$ cat config.mk
export PLATFORM = sky130hd
export DESIGN_NAME = sorted_list_engine
export DESIGN_NICKNAME = d
export VERILOG_FILES = /design/src/sle_pkg.sv /design/src/sle_cell.sv /design/src/sorted_list_engine.sv
export SDC_FILE = /design/constraint.sdc
export NUM_CORES = 2
export LEC_CHECK = 0
export BUFFER_PORTS_ARGS = -buffer_cell sky130_fd_sc_hd__buf_2
export CAP_MARGIN = 20
export CORE_ASPECT_RATIO = 0.75
export CORE_MARGIN = 3
export CORE_UTILIZATION = 57
export CTS_CLUSTER_DIAMETER = 30
export CTS_CLUSTER_SIZE = 24
export DETAILED_ROUTE_END_ITERATION = 12
export PLACE_DENSITY = 0.76
export SYNTH_ARGS = -nofsm -noshare
export SYNTH_HDL_FRONTEND = slang
export SYNTH_SLANG_ARGS = --single-unit
$ cat constraint.sdc
create_clock -name clk_i -period 5.8 [get_ports clk_i]
set_input_delay 0.29 -clock clk_i [delete_from_list [all_inputs] [get_ports clk_i]]
set_output_delay 0.29 -clock clk_i [all_outputs]
set_load 0.05 [all_outputs]
$ cat src/sle_pkg.sv
// shared types and codes for the sorted list engine
package sle_pkg;

  localparam int unsigned ValueW  = 32;
  localparam int unsigned CountOW = 5;

  typedef enum logic [1:0] {
    REQ_INSERT = 2'd0,
    REQ_DELETE = 2'd1,
    REQ_LOOKUP = 2'd2,
    REQ_CLEAR  = 2'd3
  } req_e;

  typedef enum logic [1:0] {
    STATUS_OK        = 2'd0,
    STATUS_FULL      = 2'd1,
    STATUS_NOT_FOUND = 2'd2
  } status_e;

  typedef struct packed {
    logic                     ins_en;
    logic                     del_en;
    logic signed [ValueW-1:0] value;
  } ctrl_t;

endpackage

$ cat src/sle_cell.sv
// one storage cell of the sorted chain
module sle_cell #(
  parameter int unsigned CntW = 5,
  parameter int unsigned Idx  = 0
) (
  input  logic                              clk_i,
  input  sle_pkg::ctrl_t                    ctrl_i,
  input  logic [CntW-1:0]                   count_i,
  input  logic signed [sle_pkg::ValueW-1:0] left_entry_i,
  input  logic                              left_gt_i,
  input  logic signed [sle_pkg::ValueW-1:0] right_entry_i,
  output logic signed [sle_pkg::ValueW-1:0] entry_o,
  output logic                              gt_o,
  output logic                              eq_o
);

  logic signed [sle_pkg::ValueW-1:0] entry_q, entry_d;
  logic                              valid;
  logic                              ge;

  assign valid = CntW'(Idx) < count_i;
  assign gt_o  = !valid || (entry_q > ctrl_i.value);
  assign eq_o  = valid && (entry_q == ctrl_i.value);
  assign ge    = valid && (entry_q >= ctrl_i.value);

  always_comb begin
    entry_d = entry_q;
    if (ctrl_i.ins_en && gt_o) begin
      entry_d = left_gt_i ? left_entry_i : ctrl_i.value;
    end else if (ctrl_i.del_en && ge) begin
      entry_d = right_entry_i;
    end
  end

  always_ff @(posedge clk_i) begin
    entry_q <= entry_d;
  end

  assign entry_o = entry_q;

endmodule

$ cat src/sorted_list_engine.sv
// top level of the sorted list engine
// keeps up to CAPACITY signed 32-bit values in ascending order in a row of cells
// a request is taken at a rising edge with start_i high and busy_o low
// req_type_i selects insert, delete, lookup or clear; value_i is the operand
// busy_o stays low: every cell compares and shifts in the same cycle, so a new
// request may follow in every cycle
// the result is registered and appears in the cycle after the request, with done_o high for one cycle
// status_o, found_o, count_o, is_empty_o and is_full_o are valid only then
// found_o is taken over the stored values before the request; a clear reports no match
// the whole cell row and the count register are updated at the edge that takes the request;
// the found flag is an or over the equality flags of all cells
// insert into a full store returns full; delete of an absent value returns
// not found; both leave the store unchanged
// reset clears the count, so the store is empty; cell contents are not cleared
// the receiver cannot stall: each result must be taken in its strobe cycle
module sorted_list_engine #(
  parameter int unsigned CAPACITY = 16
) (
  input  logic                              clk_i,
  input  logic                              rst_ni,
  input  logic                              start_i,
  output logic                              busy_o,
  input  logic [1:0]                        req_type_i,
  input  logic signed [sle_pkg::ValueW-1:0] value_i,
  output logic                              done_o,
  output logic [1:0]                        status_o,
  output logic                              found_o,
  output logic [sle_pkg::CountOW-1:0]       count_o,
  output logic                              is_empty_o,
  output logic                              is_full_o
);

  localparam int unsigned CntW = $clog2(CAPACITY + 1);

  logic signed [sle_pkg::ValueW-1:0] entries [CAPACITY];
  logic [CAPACITY-1:0]               gt_vec;
  logic [CAPACITY-1:0]               eq_vec;

  sle_pkg::req_e    req;
  sle_pkg::ctrl_t   ctrl;
  sle_pkg::status_e status_d;
  logic             found_any;
  logic             full;
  logic [CntW-1:0]  count_q, count_d;

  logic                         done_q;
  logic [1:0]                   status_q;
  logic                         found_q;
  logic [sle_pkg::CountOW-1:0]  res_count_q;
  logic                         empty_q;
  logic                         full_q;

  assign busy_o    = 1'b0;
  assign req       = sle_pkg::req_e'(req_type_i);
  assign found_any = |eq_vec;
  assign full      = count_q == CntW'(CAPACITY);

  assign ctrl.value  = value_i;
  assign ctrl.ins_en = start_i && (req == sle_pkg::REQ_INSERT) && !full;
  assign ctrl.del_en = start_i && (req == sle_pkg::REQ_DELETE) && found_any;

  for (genvar i = 0; i < CAPACITY; i++) begin : g_cell
    logic signed [sle_pkg::ValueW-1:0] left_entry;
    logic                              left_gt;
    logic signed [sle_pkg::ValueW-1:0] right_entry;

    if (i == 0) begin : g_first
      assign left_entry = value_i;
      assign left_gt    = 1'b0;
    end else begin : g_mid
      assign left_entry = entries[i-1];
      assign left_gt    = gt_vec[i-1];
    end

    if (i == CAPACITY - 1) begin : g_last
      assign right_entry = entries[i];
    end else begin : g_inner
      assign right_entry = entries[i+1];
    end

    sle_cell #(
      .CntW (CntW),
      .Idx  (i)
    ) u_cell (
      .clk_i         (clk_i),
      .ctrl_i        (ctrl),
      .count_i       (count_q),
      .left_entry_i  (left_entry),
      .left_gt_i     (left_gt),
      .right_entry_i (right_entry),
      .entry_o       (entries[i]),
      .gt_o          (gt_vec[i]),
      .eq_o          (eq_vec[i])
    );
  end

  always_comb begin
    count_d  = count_q;
    status_d = sle_pkg::STATUS_OK;
    if (start_i) begin
      unique case (req)
        sle_pkg::REQ_INSERT: begin
          if (full) begin
            status_d = sle_pkg::STATUS_FULL;
          end else begin
            count_d = count_q + CntW'(1);
          end
        end
        sle_pkg::REQ_DELETE: begin
          if (!found_any) begin
            status_d = sle_pkg::STATUS_NOT_FOUND;
          end else begin
            count_d = count_q - CntW'(1);
          end
        end
        sle_pkg::REQ_LOOKUP: begin
          count_d = count_q;
        end
        sle_pkg::REQ_CLEAR: begin
          count_d = '0;
        end
        default: begin
          count_d = count_q;
        end
      endcase
    end
  end

  always_ff @(posedge clk_i or negedge rst_ni) begin
    if (!rst_ni) begin
      count_q <= '0;
      done_q  <= 1'b0;
    end else begin
      count_q <= count_d;
      done_q  <= start_i;
    end
  end

  always_ff @(posedge clk_i) begin
    if (start_i) begin
      status_q    <= status_d;
      found_q     <= (req != sle_pkg::REQ_CLEAR) && found_any;
      res_count_q <= sle_pkg::CountOW'(count_d);
      empty_q     <= count_d == '0;
      full_q      <= count_d == CntW'(CAPACITY);
    end
  end

  assign done_o     = done_q;
  assign status_o   = status_q;
  assign found_o    = found_q;
  assign count_o    = res_count_q;
  assign is_empty_o = empty_q;
  assign is_full_o  = full_q;

endmodule

== Word-level counts from Yosys, hierarchy flattened ==
Index checks and enable logic that the tools add are counted.
Word-level totals
  input bits: 37
  output and inout bits: 12
  register bits after elaboration: 528
  word-level logic and storage cells: 264
Operators by class
  eq/ne operators: 22
  $lt $le $gt $ge: 47
  add/subtract/negate cells: 2
  reductions and logical operators: 118
  mux-type cells: 52
Operator list (count)
  32-bit two-way mux: 45
  32-bit == test: 16
  32-bit > comparator: 16
  32-bit >= comparator: 15
  1-bit logical AND: 67
  4-bit by 5-bit less-than comparator with 1-bit output (first input constant): 8
  2-bit nonzero test: 15
  3-bit by 5-bit less-than comparator with 1-bit output (first input constant): 4
  5-bit one-hot mux with 4 select lines: 1
  1-bit zero test: 17
  1-bit logical OR: 16
  16-bit OR reduction: 1
  5-bit two-way mux: 3
  5-bit == test (second input constant): 2
  1-bit by 5-bit less-than comparator with 1-bit output (first input constant): 2
  2-bit by 5-bit less-than comparator with 1-bit output (first input constant): 2
  5-bit by 1-bit adder with 5-bit output (second input constant): 1
  5-bit zero test: 1
  5-bit by 1-bit subtractor with 5-bit output (second input constant): 1
  2-bit == test (second input constant): 2
  2-bit one-hot mux with 2 select lines: 1
  2-bit by 1-bit == test with 1-bit output (second input constant): 1
  2-bit zero test: 1
  2-bit two-way mux: 1
  other kinds (2): 2

== Longest topological paths before layout ==
  word-level depth: 7
  mapped depth: 14
  depth with buffers taken out: 11

== Cells and area by module ==
Synthesis repeated with hierarchy kept, for this count alone.
Unflattened totals
  cells, all modules: 4378
  area total of the unflattened synthesis: 44203.6 um2
By module, submodules not included
  sle_cell at g_cell[10].u_cell ...: cells an instance 269, instances 2, sequential area each 960.9 um2, area each 2703.8 um2
  sle_cell at g_cell[0].u_cell ...: cells an instance 270, instances 2, sequential area each 960.9 um2, area each 2702.6 um2
  sle_cell at g_cell[14].u_cell ...: cells an instance 268, instances 2, sequential area each 960.9 um2, area each 2702.6 um2
  sle_cell at g_cell[15].u_cell: cells an instance 267, instances 1, sequential area each 960.9 um2, area each 2712.6 um2
  sle_cell at g_cell[12].u_cell: cells an instance 269, instances 1, sequential area each 960.9 um2, area each 2706.3 um2
  sle_cell at g_cell[2].u_cell: cells an instance 268, instances 1, sequential area each 960.9 um2, area each 2703.8 um2
  sle_cell at g_cell[5].u_cell: cells an instance 268, instances 1, sequential area each 960.9 um2, area each 2700.1 um2
  sle_cell at g_cell[13].u_cell: cells an instance 268, instances 1, sequential area each 960.9 um2, area each 2698.8 um2
  sle_cell at g_cell[8].u_cell: cells an instance 269, instances 1, sequential area each 960.9 um2, area each 2698.8 um2
  sle_cell at g_cell[1].u_cell: cells an instance 268, instances 1, sequential area each 960.9 um2, area each 2697.6 um2
  sle_cell at g_cell[11].u_cell: cells an instance 268, instances 1, sequential area each 960.9 um2, area each 2696.3 um2
  sle_cell at g_cell[3].u_cell: cells an instance 268, instances 1, sequential area each 960.9 um2, area each 2695.1 um2
  sle_cell at g_cell[7].u_cell: cells an instance 268, instances 1, sequential area each 960.9 um2, area each 2693.8 um2
  sorted_list_engine: cells an instance 83, instances 1, sequential area each 450.4 um2, area each 982.2 um2

== Worst setup path before layout ==
OpenSTA, ideal clock, no wires.
  path kind: input to register
  start: in value_i[13] (netlist name)
  end: reg g_cell[0].u_cell.entry_q, in the netlist g_cell[0].u_cell.entry_o[0] (enable)
  path buffers: 1
  library setup time: 0.439 ns
  stages: 12
  arrival time: 4.333 ns
  required time: 5.361 ns
  setup slack: 1.028 ns
  cell sequence: inv_1 > ha_1 > a21o_1 > a21o_1 > a221oi_1 > nand4b_1 > a21oi_1 > mux2_2 > nand2_1 > nand2_1 > buf_2 > a32oi_1
On the way
  cells in the longest elaborated chain, start to end: 6
  elaborated cells between the ends (all ways): 41
  classes of those cells: order compare (2); eq/ne (16); reduce/logical (23)
RTL lines
  start, declared: RTL line sorted_list_engine.sv:24  | input logic signed [sle_pkg::ValueW-1:0] value_i,
  parallel branches: the longest is 5 deep, another holds 32-bit >= comparator
  2-bit nonzero test (no line) *
  end signal, assigned: RTL line sle_cell.sv:36  | entry_q <= entry_d;
  end, declared: RTL line sle_cell.sv:17  | logic signed [sle_pkg::ValueW-1:0] entry_q, entry_d;
Mark *: on every way between the ends.
A chain may end at the register's enable or synchronous reset.

== Worst setup path in the final report ==
  start: in value_i[22] (netlist name)
  end: reg g_cell[1].u_cell.entry_q, in the netlist g_cell[1].u_cell.entry_o[9] (enable)
On the way
  cells in the longest elaborated chain, start to end: 6
  elaborated cells between the ends (all ways): 41
  classes of those cells: order compare (2); eq/ne (16); reduce/logical (23)
RTL lines (RTL line)
  parallel branches: the longest is 5 deep, another holds 32-bit >= comparator
  2-bit nonzero test (no line) *
  end signal, assigned: sle_cell.sv:36
  end, declared: sle_cell.sv:17
Marked as above.

==> results.md <==
* Reg2Reg Depth at 10
* Mapped Cells at 3814
* Post-synth cell types at 76
* Avg WL per Cell at 24.2 um
* CTS tree: yes
* Cts hold-fix bufs at 3
* Initial antenna violation count at 3
* CP Class: in2reg
* Post-route ant nets at 0
* DRC violations left at 0
* Synthesized net count at 4367
* CP Launch Type: input pin
* Via count at 32334
* # resized after CTS at 0
* Synth Register Bits at 528
* WP depth at 12
* Post-DR vias/cell at 6.63
* Number of global-route vias before repair at 30898
* Max VDD drop at 0.295 mV
* Hold Crit Start: req_type_i[0]
* Number of synthesis warnings at 0
* Total GRT Usage at 0.327
* Root Driver: clkbuf_16
* First-pass DRT Iterations at 6
* R2R Path End: g_cell[1].u_cell.entry_o[9]
* Placeable Area at ~0.066 mm2
* CP max FO at 26
* CTS H-Tree Depth at 3
* Buf/Inv on CP at 3
* Syn-to-layout area delta at 15.3%
* R2r setup slk at 1270 ps
* Worst hold margin at 137 ps
* Fmax at 217 MHz
* Final nets at 4460
* Hold Crit Class: in2reg
* Grt total ovfl at 0
* Post-route insts no fill at approximately 4900
* Final setup viols at 0
* Starting density of the core at 0.582
* RSZ-0062 raised after global routing: false
* Critical path data arrival time at 4970 ps
* Die Wd at 306 um
* LEAKAGE at 18.5 nW
* Worst-Margin Slew at 1000 ps
* Outcome: complete, no violations
* Final Hold Viols at 0
* Post-Syn Area per Cell at 10.1 um2
* Register area share after synthesis at 0.412
* Worst path top cell family by delay: compound AO/OA/AOI/OAI gates
* TritonCTS Sinks at roughly 530
* P per Cell Area at 326 mW/mm2
* Final WL at 118 mm
* Design Power at approximately 0.014 W
* Final Cycle Share at 0.794
* Worst slew margin at 0.321
* Largest net degree at the start of global routing at 78
* Clock-pin slew on the worst setup and hold paths at 50 ps
* Worst stage delay on the critical path at 650 ps
* Port bufs at 47
* First-pass GRT wire length at 181 mm
* Inst Count DP at approximately 4700
* Cell Area, Synth at 0.0384 mm2
* Die ar. at ~0.07 mm2
* Worst EP required at 6160 ps
* Max-cap violation count at 0
* Vert. Die Dim at 231 um
* Fill cells at 4972
* GP Congestion at 1.00
* Post-CTS Setup Inserts at 0
* Hold EP: found_o
* Number of flops mapped to enable cells by yosys at roughly 520
* Final Max Slew Viols at 0
* Max clock buf depth at 3
* CP Capture Type: flop
* Reg2reg start: g_cell[1].u_cell.entry_o[21]
* Num CTS Buffers at between 100 and 150
* Ports at 49
* CP max-delay cell: nor4_1
* Max Clock Skew at 23.1 ps
* DP Wirelength at 87.7 mm
* Most frequent cell on the critical path: o2111ai_1
* Drt first-iter violations at 4055
* Setup Total Neg Slack at 0 ps
* Hold Crit Depth at 2
* Clock Latency Late Sink at between 600 and 700 ps
* Layout cells sized above 1 at 0.124
* Async set-reset flop share out of synthesis at 0.0114
* Crit path time final at between 4000 and 5000 ps
* Row cnt at 81
* CP Cell Sequence: buf_2, inv_1, ha_1, nand4_1, nor4_1, o2111ai_1, o2111ai_1, or4_1, nand3_4, o21ai_0, o21a_1, buf_12
* Main flop type after synthesis: edfxtp_1
power by group:
group          internal, W  switching (W)
logic              0.00118        0.00206
clock network      0.00431        0.00220
registers          0.00448       0.000185
total              0.00997        0.00445
flip-flops by register name (all words and copies together), names as in the netlist:
signal,flops
count_o,5
g_cell.u_cell.entry_o,512
done_o,1
status_o,2
found_o,1
is_empty_o,1
count_q,5
is_full_o,1
cells by family after synthesis:
group                      after synthesis  share of synthesized area
adders and majority gates              516                      0.168
muxes                                  391                      0.105
buffers and inverters                  296                     0.0309
and+or+nand+nor                        919                      0.110
AOI/OAI and AO/OA                     1163                      0.174
DFF                                    528                      0.412
other                                    1                  0.0000976
worst reg2reg max path, cell delays in order (launching register included):
cell and delay (ps):
edfxtp_1 420, ha_1 330, nand4_1 170, nor4_1 650, o2111ai_1 530, o2111ai_1 350
or4_1 360, nand3_4 330, o21ai_0 320, o21a_1 480, buf_12 270
area by class of cell:
cell class | count | area, um2 | area share
clock buffers | 136 | 3020 | 0.0682
flip-flops and latches | 528 | 15800 | 0.357
clock inverters | 81 | 842 | 0.0190
repair buffers | 195 | 1560 | 0.0353
diodes | 2 | 5.00 | 0.000113
multi-input cells | 2990 | 21600 | 0.489
well taps | 871 | 1090 | 0.0246
inverters | 77 | 289 | 0.00653
worst max-delay path by stage:
stage	slack (ps)	to	start
2_1_floorplan	1030	g_cell[0].u_cell.entry_o[0]	value_i[13]
3_3_place_gp	910	g_cell[14].u_cell.entry_o[6]	value_i[22]
3_5_place_dp	670	g_cell[1].u_cell.entry_o[6]	value_i[22]
4_1_cts	1380	g_cell[1].u_cell.entry_o[3]	value_i[22]
5_1_grt	1020	g_cell[14].u_cell.entry_o[9]	value_i[22]
6_report	1200	g_cell[1].u_cell.entry_o[9]	value_i[22]
through the flow:
| step | area, um2 | util | setup WS, ps |
|---|---|---|---|
| after floorplan | 38400 | - | 1030 |
| after global placement | 40300 | 0.612 | 907 |
| after detailed placement | 40300 | 0.612 | 667 |
| after CTS | 44200 | 0.671 | 1380 |
| after global routing | 44300 | 0.671 | 1020 |
| final | 44300 | 0.671 | 1200 |
synthesized netlist by cell type (4+ instances only):
| cell | instances | area share |
|---|---|---|
| a21o_1 | 135 | 0.026 |
| a21oi_1 | 640 | 0.083 |
| buf_1 | 19 | 0.0019 |
| nand2b_1 | 10 | 0.0016 |
| o211ai_1 | 15 | 0.0029 |
| o211a_1 | 4 | 0.0010 |
| a211oi_1 | 19 | 0.0037 |
| nand4_1 | 125 | 0.020 |
| o21bai_1 | 6 | 0.0012 |
| a211o_1 | 6 | 0.0014 |
| or2_2 | 6 | 0.00098 |
| buf_4 | 7 | 0.0014 |
| nor2b_1 | 32 | 0.0052 |
| o21a_1 | 29 | 0.0057 |
| a31oi_1 | 47 | 0.0077 |
| mux2i_1 | 294 | 0.077 |
| o21ai_0 | 198 | 0.026 |
| dfrtp_1 | 6 | 0.0039 |
| nor2_1 | 435 | 0.043 |
| ha_1 | 516 | 0.17 |
| buf_2 | 34 | 0.0044 |
| mux2_2 | 68 | 0.020 |
| nand2_1 | 173 | 0.017 |
| nand3_1 | 57 | 0.0074 |
| and2_1 | 12 | 0.0020 |
| and4_1 | 4 | 0.00091 |
| mux2_1 | 29 | 0.0085 |
| nor4_1 | 26 | 0.0042 |
| clkbuf_1 | 158 | 0.015 |
| edfxtp_1 | 522 | 0.41 |
| a21boi_0 | 7 | 0.0014 |
| inv_1 | 77 | 0.0075 |
| nand4b_1 | 4 | 0.00091 |
| nor3_1 | 14 | 0.0018 |
| o2111ai_1 | 11 | 0.0025 |
routing by layer:
metal / GRT usage / part of all wire
met1: 0.490 / 0.44
met2: 0.462 / 0.41
met3: 0.0690 / 0.12
met4: 0.122 / 0.035
met5: 0 / 0.00011
placed cells by master, fill, tap and decap left out, drive strengths merged, types with 15 or more instances in the layout:
cell type	n
a21oi	640
edfxtp	522
ha	516
nor2	438
mux2i	294
o21ai	201
buf	192
nand2	173
clkbuf	136
a21o	135
nand4	125
mux2	97
inv	80
nand3	58
a31oi	48
clkinv	47
nor2b	32
o21a	29
nor4	27
a211oi	19
clkinvlp	17
o211ai	15
No activity file was read; power rests on OpenSTA's default activity.
